`config.mk`:
```
export PLATFORM = sky130hd
export DESIGN_NAME = websocket_frame_deframer_unit
export DESIGN_NICKNAME = d
export VERILOG_FILES = /design/src/rtl/wfd_pkg.sv /design/src/rtl/websocket_frame_deframer_unit.sv
export VERILOG_INCLUDE_DIRS = /design/src /design/src/rtl
export SDC_FILE = /design/constraint.sdc
export NUM_CORES = 1
export LEC_CHECK = 0
export BUFFER_PORTS_ARGS = -buffer_cell sky130_fd_sc_hd__buf_2
export CAP_MARGIN = 5
export CORE_MARGIN = 3
export CORE_UTILIZATION = 60
export CTS_CLUSTER_SIZE = 8
export DETAILED_ROUTE_END_ITERATION = 7
export GPL_ROUTABILITY_DRIVEN = 0
export PLACE_DENSITY = 0.78
export SETUP_SLACK_MARGIN = 0.02
export SLEW_MARGIN = 20
export SYNTH_ARGS = -nofsm -noshare
export SYNTH_HDL_FRONTEND = slang
export SYNTH_SLANG_ARGS = --single-unit
```
`constraint.sdc`:
```
create_clock -name clk -period 5 [get_ports clk]
set_input_delay 0.5 -clock clk [delete_from_list [all_inputs] [get_ports clk]]
set_output_delay 0.5 -clock clk [all_outputs]
set_load 0.05 [all_outputs]
```
`src/rtl/websocket_frame_deframer_unit_defines.svh`:
```
// ----------------------------------------------------------------------------
// WebSocket deframer assertion macros
// Shared concurrent assertion forms for the deframer RTL.
// ----------------------------------------------------------------------------
`ifndef WEBSOCKET_FRAME_DEFRAMER_UNIT_DEFINES_SVH
`define WEBSOCKET_FRAME_DEFRAMER_UNIT_DEFINES_SVH

// Same-cycle implication, disabled while reset is asserted.
`define WFD_ASSERT_NOW(label, clk, rst_n, ante, cons) \
	label: assert property (@(posedge clk) disable iff (!rst_n) (ante) |-> (cons)) \
		else $error("deframer same-cycle check failed");

// Next-cycle implication, disabled while reset is asserted.
`define WFD_ASSERT_NEXT(label, clk, rst_n, ante, cons) \
	label: assert property (@(posedge clk) disable iff (!rst_n) (ante) |=> (cons)) \
		else $error("deframer next-cycle check failed");

`endif

```
`src/rtl/wfd_pkg.sv`:
```
// ----------------------------------------------------------------------------
// WebSocket deframer package
// Parser phases, result kinds and header constants for the deframer.
// ----------------------------------------------------------------------------
`default_nettype none

package wfd_pkg;

	localparam int LEN_BITS_DEF = 64;

	localparam logic [3:0] OP_CLOSE   = 4'h8;
	localparam logic [6:0] LEN_16     = 7'd126;
	localparam logic [6:0] LEN_64     = 7'd127;
	localparam logic [2:0] EXT16_CNT  = 3'd1;
	localparam logic [2:0] EXT64_CNT  = 3'd7;
	localparam logic [2:0] KEY_CNT    = 3'd3;

	typedef enum logic [5:0] {
		PH_HDR0   = 6'b000001,
		PH_HDR1   = 6'b000010,
		PH_EXT    = 6'b000100,
		PH_KEY    = 6'b001000,
		PH_DATA   = 6'b010000,
		PH_CLOSED = 6'b100000
	} phase_t;

	typedef enum logic [1:0] {
		KIND_PAYLOAD = 2'd0,
		KIND_EMPTY   = 2'd1,
		KIND_CLOSE   = 2'd2
	} kind_t;

endpackage

`default_nettype wire

```
`src/rtl/websocket_frame_deframer_unit.sv`:
```
// ----------------------------------------------------------------------------
// WebSocket frame deframer with unmasking
// An accepted byte passes from the input register through the parser to the output register.
// Throughput: one byte per cycle unless the output stalls, via a single-pass parser update.
// Reset: arst_n clears the parser to expect a first header byte and empties both registers.
// A close frame locks the parser out; only reset clears that lockout.
// ----------------------------------------------------------------------------
`default_nettype none

`include "websocket_frame_deframer_unit_defines.svh"

module websocket_frame_deframer_unit #(
	parameter int LEN_BITS = wfd_pkg::LEN_BITS_DEF
) (
	input  wire logic       clk,
	input  wire logic       arst_n,
	input  wire logic       in_valid,
	output logic            in_stall,
	input  wire logic [7:0] rx_byte,
	output logic            out_valid,
	input  wire logic       out_stall,
	output logic [1:0]      kind,
	output logic [7:0]      payload_byte,
	output logic [3:0]      frame_opcode,
	output logic            final_flag,
	output logic            was_masked,
	output logic            last_of_frame
);

	import wfd_pkg::*;

	// Input register.
	logic       valid_s1;
	logic [7:0] byte_s1;

	// Parser state.
	phase_t              phase_q;
	logic                fin_q;
	logic [3:0]          opcode_q;
	logic                mask_q;
	logic [2:0]          cnt_q;
	logic [31:0]         key_q;
	logic [LEN_BITS-1:0] rem_q;
	logic [1:0]          ki_q;

	// Output register.
	logic       out_valid_q;
	kind_t      kind_q;
	logic [7:0] payload_q;
	logic [3:0] opcode_out_q;
	logic       fin_out_q;
	logic       masked_out_q;
	logic       last_out_q;

	logic adv;
	logic in_accept;

	phase_t              phase_n;
	logic                fin_n;
	logic [3:0]          opcode_n;
	logic                mask_n;
	logic [2:0]          cnt_n;
	logic [31:0]         key_n;
	logic [LEN_BITS-1:0] rem_n;
	logic [1:0]          ki_n;

	logic       res_v;
	kind_t      res_kind;
	logic [7:0] res_byte;
	logic       res_last;
	logic [7:0] key_byte;

	// The byte in the input register moves on unless a held result blocks the output.
	assign adv       = valid_s1 && !(out_valid_q && out_stall);
	assign in_stall  = valid_s1 && !adv;
	assign in_accept = in_valid && !in_stall;

	always_comb begin
		case (ki_q)
			2'd0:    key_byte = key_q[31:24];
			2'd1:    key_byte = key_q[23:16];
			2'd2:    key_byte = key_q[15:8];
			default: key_byte = key_q[7:0];
		endcase
	end

	always_comb begin
		phase_n  = phase_q;
		fin_n    = fin_q;
		opcode_n = opcode_q;
		mask_n   = mask_q;
		cnt_n    = cnt_q;
		key_n    = key_q;
		rem_n    = rem_q;
		ki_n     = ki_q;
		res_v    = 1'b0;
		res_kind = KIND_PAYLOAD;
		res_byte = 8'd0;
		res_last = 1'b0;
		case (phase_q)
			PH_HDR0: begin
				fin_n    = byte_s1[7];
				opcode_n = byte_s1[3:0];
				mask_n   = 1'b0;
				if (byte_s1[3:0] == OP_CLOSE) begin
					phase_n  = PH_CLOSED;
					res_v    = 1'b1;
					res_kind = KIND_CLOSE;
				end else begin
					phase_n = PH_HDR1;
				end
			end
			PH_HDR1: begin
				mask_n = byte_s1[7];
				if (byte_s1[6:0] == LEN_16) begin
					phase_n = PH_EXT;
					cnt_n   = EXT16_CNT;
					rem_n   = '0;
				end else if (byte_s1[6:0] == LEN_64) begin
					phase_n = PH_EXT;
					cnt_n   = EXT64_CNT;
					rem_n   = '0;
				end else begin
					rem_n = {{(LEN_BITS-7){1'b0}}, byte_s1[6:0]};
					if (byte_s1[7]) begin
						phase_n = PH_KEY;
						cnt_n   = KEY_CNT;
					end else begin
						ki_n = 2'd0;
						if (byte_s1[6:0] == 7'd0) begin
							phase_n  = PH_HDR0;
							res_v    = 1'b1;
							res_kind = KIND_EMPTY;
						end else begin
							phase_n = PH_DATA;
						end
					end
				end
			end
			PH_EXT: begin
				// Big-endian length: bytes above the register width fall off the top.
				rem_n = {rem_q[LEN_BITS-9:0], byte_s1};
				if (cnt_q == 3'd0) begin
					if (mask_q) begin
						phase_n = PH_KEY;
						cnt_n   = KEY_CNT;
					end else begin
						ki_n = 2'd0;
						if (rem_n == '0) begin
							phase_n  = PH_HDR0;
							res_v    = 1'b1;
							res_kind = KIND_EMPTY;
						end else begin
							phase_n = PH_DATA;
						end
					end
				end else begin
					cnt_n = cnt_q - 3'd1;
				end
			end
			PH_KEY: begin
				key_n = {key_q[23:0], byte_s1};
				if (cnt_q == 3'd0) begin
					ki_n = 2'd0;
					if (rem_q == '0) begin
						phase_n  = PH_HDR0;
						res_v    = 1'b1;
						res_kind = KIND_EMPTY;
					end else begin
						phase_n = PH_DATA;
					end
				end else begin
					cnt_n = cnt_q - 3'd1;
				end
			end
			PH_DATA: begin
				ki_n     = ki_q + 2'd1;
				rem_n    = rem_q - {{(LEN_BITS-1){1'b0}}, 1'b1};
				res_v    = 1'b1;
				res_kind = KIND_PAYLOAD;
				res_byte = mask_q ? (byte_s1 ^ key_byte) : byte_s1;
				res_last = (rem_n == '0);
				if (rem_n == '0) begin
					phase_n = PH_HDR0;
				end
			end
			PH_CLOSED: begin
				phase_n = PH_CLOSED;
			end
			default: begin
				phase_n = PH_HDR0;
			end
		endcase
	end

	always_ff @(posedge clk or negedge arst_n) begin
		if (!arst_n) begin
			valid_s1 <= 1'b0;
		end else if (in_accept) begin
			valid_s1 <= 1'b1;
		end else if (adv) begin
			valid_s1 <= 1'b0;
		end
	end

	always_ff @(posedge clk) begin
		if (in_accept) begin
			byte_s1 <= rx_byte;
		end
	end

	always_ff @(posedge clk or negedge arst_n) begin
		if (!arst_n) begin
			phase_q  <= PH_HDR0;
			fin_q    <= 1'b0;
			opcode_q <= 4'd0;
			mask_q   <= 1'b0;
			cnt_q    <= 3'd0;
			key_q    <= 32'd0;
			rem_q    <= '0;
			ki_q     <= 2'd0;
		end else if (adv) begin
			phase_q  <= phase_n;
			fin_q    <= fin_n;
			opcode_q <= opcode_n;
			mask_q   <= mask_n;
			cnt_q    <= cnt_n;
			key_q    <= key_n;
			rem_q    <= rem_n;
			ki_q     <= ki_n;
		end
	end

	always_ff @(posedge clk or negedge arst_n) begin
		if (!arst_n) begin
			out_valid_q <= 1'b0;
		end else if (adv && res_v) begin
			out_valid_q <= 1'b1;
		end else if (!out_stall) begin
			out_valid_q <= 1'b0;
		end
	end

	always_ff @(posedge clk) begin
		if (adv && res_v) begin
			kind_q       <= res_kind;
			payload_q    <= res_byte;
			opcode_out_q <= opcode_n;
			fin_out_q    <= fin_n;
			masked_out_q <= mask_n;
			last_out_q   <= res_last;
		end
	end

	assign out_valid     = out_valid_q;
	assign kind          = kind_q;
	assign payload_byte  = payload_q;
	assign frame_opcode  = opcode_out_q;
	assign final_flag    = fin_out_q;
	assign was_masked    = masked_out_q;
	assign last_of_frame = last_out_q;

	`WFD_ASSERT_NEXT(a_closed_sticky, clk, arst_n, phase_q == PH_CLOSED, phase_q == PH_CLOSED)
	`WFD_ASSERT_NOW(a_data_has_length, clk, arst_n, phase_q == PH_DATA, rem_q != '0)
	`WFD_ASSERT_NOW(a_stall_needs_held_result, clk, arst_n, in_stall,
		valid_s1 && out_valid_q && out_stall)
	`WFD_ASSERT_NEXT(a_closed_no_result, clk, arst_n,
		phase_q == PH_CLOSED && out_valid_q && !out_stall, !out_valid_q)

endmodule

`default_nettype wire
```
# Word-level counts from Yosys, hierarchy flattened
# Cells that the tools add are included.
[classes] n_reduce_logical=23 muxes=60 n_bitwise=1 add_sub_neg=3 n_eq_ne=22
[op_table] op="$logic_not 64->1" n=3
[op_table] op="$pmux 64 s3" n=1
[op_table] op="$sub 64x1->64 const B" n=1
[op_table] op="$pmux 6 s6" n=1
[op_table] op="$mux 5" n=7
[op_table] op="$mux 1" n=24
[op_table] op="$mux 6" n=4
[op_table] op="$pmux 8 s3" n=1
[op_table] op="$mux 3" n=6
[op_table] op="$ne 2x2->1 const B" n=8
[op_table] op="$pmux 2 s4" n=2
[op_table] op="$eq 7x7->1 const B" n=2
[op_table] op="$mux 2" n=7
[op_table] op="$mux 7" n=2
[op_table] op="$pmux 3 s3" n=1
[op_table] op="$mux 8" n=1
[op_table] op="$reduce_and 8->1" n=1
[op_table] op="$xor 8x8->8" n=1
[op_table] op="$logic_not 7->1" n=1
[op_table] op="$eq 6x1->1 const B" n=1
[op_table] op="$eq 6x2->1 const B" n=1
[op_table] op="$eq 6x3->1 const B" n=1
[op_table] op="$eq 6x4->1 const B" n=1
[op_table] op="$eq 6x5->1 const B" n=1
[op_table] op="22 further kinds" n=30
[word_totals] out_inout_bits=19 inputBits=12 ff_bits=140 wordCells=126

# Longest topological paths before layout
[logic_depth] word_depth=8 depth_mapped=11 depth_no_buf=11

# Worst setup path before layout
# Ideal clock, no wire load.
[synth_timing] path_type="reg2reg" startpoint="register rem_q[4]" endpoint="register fin_out_q, in the netlist final_flag (enable)" required_time_ps=4623 t_arrival_ps=2868 synth_period_minus_slack_ps=3245 setup_time_ps=377 path_buffers=1 stages_incl_launch_ff=9 path_slack_ps=1755 cell_sequence="dfrtp_1 nor4_4 nand3b_2 or3_1 clkbuf_1 nor3_2 a21oi_1 a311oi_1 o31a_1"
[synth_via] elab_chain_cells=6 word_cells_on_any_way=9 cone_classes="mux (6); reduce/logical (3)"
[synth_rtl] item="start, declared" line="websocket_frame_deframer_unit.sv:43" source="logic [LEN_BITS-1:0] rem_q;"
[synth_rtl] item="start signal, assigned" line="websocket_frame_deframer_unit.sv:229" source="rem_q <= rem_n;"
[synth_rtl] item="$logic_not 64->1" line="websocket_frame_deframer_unit.sv:149" source="if (rem_n == '0) begin"
[synth_rtl] item="$mux 1" line="websocket_frame_deframer_unit.sv:149"
[synth_rtl] item="$mux 1" line="websocket_frame_deframer_unit.sv:144" source="if (mask_q) begin"
[synth_rtl] item="$mux 1" line="websocket_frame_deframer_unit.sv:143" source="if (cnt_q == 3'd0) begin"
[synth_rtl] item="$pmux 1 s5 (*)" line="websocket_frame_deframer_unit.sv:100" source="case (phase_q)"
[synth_rtl] item="$logic_and 1x1->1 (*)" line="websocket_frame_deframer_unit.sv:245" source="if (adv && res_v) begin"
[synth_rtl] item="end signal, assigned" line="websocket_frame_deframer_unit.sv:249" source="fin_out_q <= fin_n;"
[synth_rtl] item="end, declared" line="websocket_frame_deframer_unit.sv:51" source="logic fin_out_q;"
# Every way passes the cells marked *; elsewhere a longest branch is shown, timed or not.
# A chain may end at the register's enable or synchronous reset.

# Final worst setup path
[layout_timing] startpoint="register rem_q[7]" endpoint="register payload_q[5], in the netlist payload_byte[5] (enable)"
[layout_via] elab_chain_cells=6 word_cells_on_any_way=9 cone_classes="mux (6); reduce/logical (3)"
[layout_rtl] item="$logic_not 64->1" line="websocket_frame_deframer_unit.sv:149"
[layout_rtl] item="$mux 1" line="websocket_frame_deframer_unit.sv:149"
[layout_rtl] item="$mux 1" line="websocket_frame_deframer_unit.sv:144"
[layout_rtl] item="$mux 1" line="websocket_frame_deframer_unit.sv:143"
[layout_rtl] item="$pmux 1 s5 (*)" line="websocket_frame_deframer_unit.sv:100"
[layout_rtl] item="$logic_and 1x1->1 (*)" line="websocket_frame_deframer_unit.sv:245"
[layout_rtl] item="end signal, assigned" line="websocket_frame_deframer_unit.sv:247" source="payload_q <= res_byte;"
[layout_rtl] item="end, declared" line="websocket_frame_deframer_unit.sv:49" source="logic [7:0] payload_q;"
# Marks and branches as above.

==> out/qor.yml <==
cp.required_ps: 5070
worst_pin_slew_ps: 1131
slew_viol_final: 0
crit_end: "payload_byte[5]$_SDFFCE_PN0P_"
finalNetCount: 995
antenna_found_initial: 0
r2r_end: "payload_byte[5]$_SDFFCE_PN0P_"
yosysUniqueCellTypes: 73
drive_gt1_share_pct: 14.57
drt_iter0_drc: 1264
dp.final_hpwl_um: 16480
pwr-share-clk_pct: 26.6
grt_pass1_vias: 7479
post-route-min-period_ps: 4013
grt_first_pass_wirelength_um: 40550
p_per_area_nw_per_um2: 499.7
comb_power_share_pct: 36.7
syn-num-nets: 1013
cts.sinks: 140
startpoint: "rem_q[7]$_DFFE_PN0P_"
row_count: 43
io_buffers: 30
synth-edff-count: 25
pwr-share-seq_pct: 36.7
max_freq_mhz: 249.2
finalCritPeriodShare_pct: 80.26
clock_latency_ps: 440
drc: 0
peakVddDrop_mv: 0.2858
crit_fanout: 18
synthArstFlopShare_pct: 82.14
fin_util_pct: 67.38
num_vias: 8115
leakage_nw: 3.794
crit_path_start_kind: "register"
syn_to_final_growth_pct: 8.665
cts_tree: "done"
synth_ff_type: "dfrtp_1"
yosysSeqAreaShare_pct: 41.69
rsz0062_at_grt: "no"
synth_cells: 993
hold_viol: 0
reg2reg_depth: 7
placed_cell_area_um2: 8886
htreeDepth: 4
synth_common_cells: "o21ai_0, dfrtp_1, nand2_1"
hold_path.class: "in -> async"
synthTopCellsByArea: "dfrtp_1, edfxtp_1, o21ai_0"
status: "finished, final reports clean"
slew_headroom_pct: 24.24
routed_via_density: 6.948
reg2reg_from: "rem_q[7]$_DFFE_PN0P_"
antenna_cells: 0
clk_path_buf_depth: 2
die_h_um: 126.5
dr.pass1.iters: 7
critPathCaptureType: "register"
ctsResizeCount: 0
grt.total_usage_pct: 31.39
p_sw_mw: 1.964
overflow: 0
die_width_um: 126.5
fin_skew_ps: 9.607
yosys.area.top_type: "dfrtp_1"
path_class: "reg -> reg"
core_um2: 14040
final_cells: 1168
finalSetupViolations: 0
cts-hold-fix-buffers: 0
yosysWarnings: 0
cts_setup_buffers: 0
reg2reg_slack_ps: 990
p_int_mw: 2.764
ys_ff_latch: 140
synth_top_area_share_pct: 32.76
synth.most_common_cell: "o21ai_0"
wl_per_cell_um: 21.06
synthesis.area_um2: 8707
post-route-cell-area_um2: 9462
ant_nets: 0
syn_avg_cell_area_um2: 8.768
grt_max_degree: 62
cp.arrival_ps: 4080
p_sw_share_pct: 41.54
setup-tns-final_ps: 0
dieArea_um2: 15990
maxCapViolCount: 0
routed_wl_um: 24600
numCtsBuffers: 17
clk_pin_slew_worst_paths_ps: 60
start_util_pct: 62.01
cts_root_buffer: "clkbuf_16"
place_inst: 1136
ios: 31
## worst min path at each step
stage | startpoint | endpoint | slack (ps)
after floorplan | arst_n | cnt_q[0]$_DFFE_PN0P_ | 200
after global placement | cnt_q[1]$_DFFE_PN0P_ | cnt_q[1]$_DFFE_PN0P_ | 470
after detailed placement | cnt_q[1]$_DFFE_PN0P_ | cnt_q[1]$_DFFE_PN0P_ | 470
after CTS | arst_n | cnt_q[0]$_DFFE_PN0P_ | 150
after global routing | arst_n | cnt_q[0]$_DFFE_PN0P_ | 170
final | arst_n | cnt_q[0]$_DFFE_PN0P_ | 110
## power by group through the flow
stage          Sequential, mW  Combinational [mW]  Clock, mW
2_1_floorplan            1.65                1.30          0
3_3_place_gp             1.73                1.65          0
3_5_place_dp             1.74                1.67          0
4_1_cts                  1.72                1.69       1.26
5_1_grt                  1.77                1.89       1.31
6_report                 1.74                1.74       1.26
## placed cells by master (no fill, tap or decap), types with 8 or more instances in the layout
cell type / Yosys / layout
xnor2_1: 17 / 17
o22ai_1: 8 / 8
nor2_1: 93 / 93
a22oi_1: 22 / 22
nand2_1: 94 / 94
a32oi_1: 12 / 12
nand3_1: 23 / 23
or3_1: 10 / 10
xor2_1: 12 / 12
a21oi_1: 53 / 53
edfxtp_1: 25 / 25
nand4_1: 14 / 14
buf_4: 0 / 14
dfrtp_1: 114 / 114
o21ai_0: 126 / 126
or4_1: 9 / 9
mux2_2: 42 / 42
nor4_1: 32 / 32
clkbuf_16: 0 / 17
a222oi_1: 8 / 8
nand4b_1: 11 / 11
nor3_1: 44 / 44
ha_1: 8 / 8
inv_1: 18 / 18
buf_2: 7 / 29
## metal layers
metal  vias up  global-route usage, %  wire length (um)
met2       519                  45.95             11110
met3        67                  7.663              2598
met4         0                  9.716               557
met1      3869                  46.30             10340
met5         -                      0                 0
li1       3660                      -                 -
## metrics by stage
step	hold slack [ps]	power, mW	worst slack (ps)
floorplan	204.4	2.945	1755
global placement	466.1	3.380	1208
detailed placement	471.0	3.415	1069
CTS	147.0	4.676	1061
global route	167.8	4.965	755.3
finish	113.0	4.728	987.1
## registers in the layout, summed over array words and instances (netlist names)
name / count
last_of_frame: 1
cnt_q: 3
final_flag: 1
key_q: 32
payload_byte: 8
byte_s1: 8
frame_opcode: 4
was_masked: 1
phase_q: 6
mask_q: 1
fin_q: 1
opcode_q: 4
out_valid: 1
ki_q: 2
kind: 2
valid_s1: 1
rem_q: 64
## cell families (layout without fill, tap and decap cells)
group	after synthesis	in the layout	synth area share (%)
compound gates	278	278	19.67
buf+inv	98	93	4.411
mux	43	43	5.547
flops	140	140	41.69
simple gates	397	397	24.62
fa+ha+maj	8	8	1.150
xor+xnor	29	29	2.917
## critical path, stage by stage (launching register included)
cell and delay, ps:
dfrtp_1 470, nor4_2 530, nand2_1 390, or3_1 600, nor3_2 410, a21oi_1 160, a311oi_1 310, o31a_1 750
## layout make-up
class,instances,area (um2)
clock buffer,20,446.7
clock inverter,12,128.9
fill,1119,4581
inverter,18,67.56
multi-input combinational,755,4713
sequential,140,3630
tap,180,225.2
timing repair buffer,43,250.2
No activity file was read; power rests on OpenSTA's default activity.
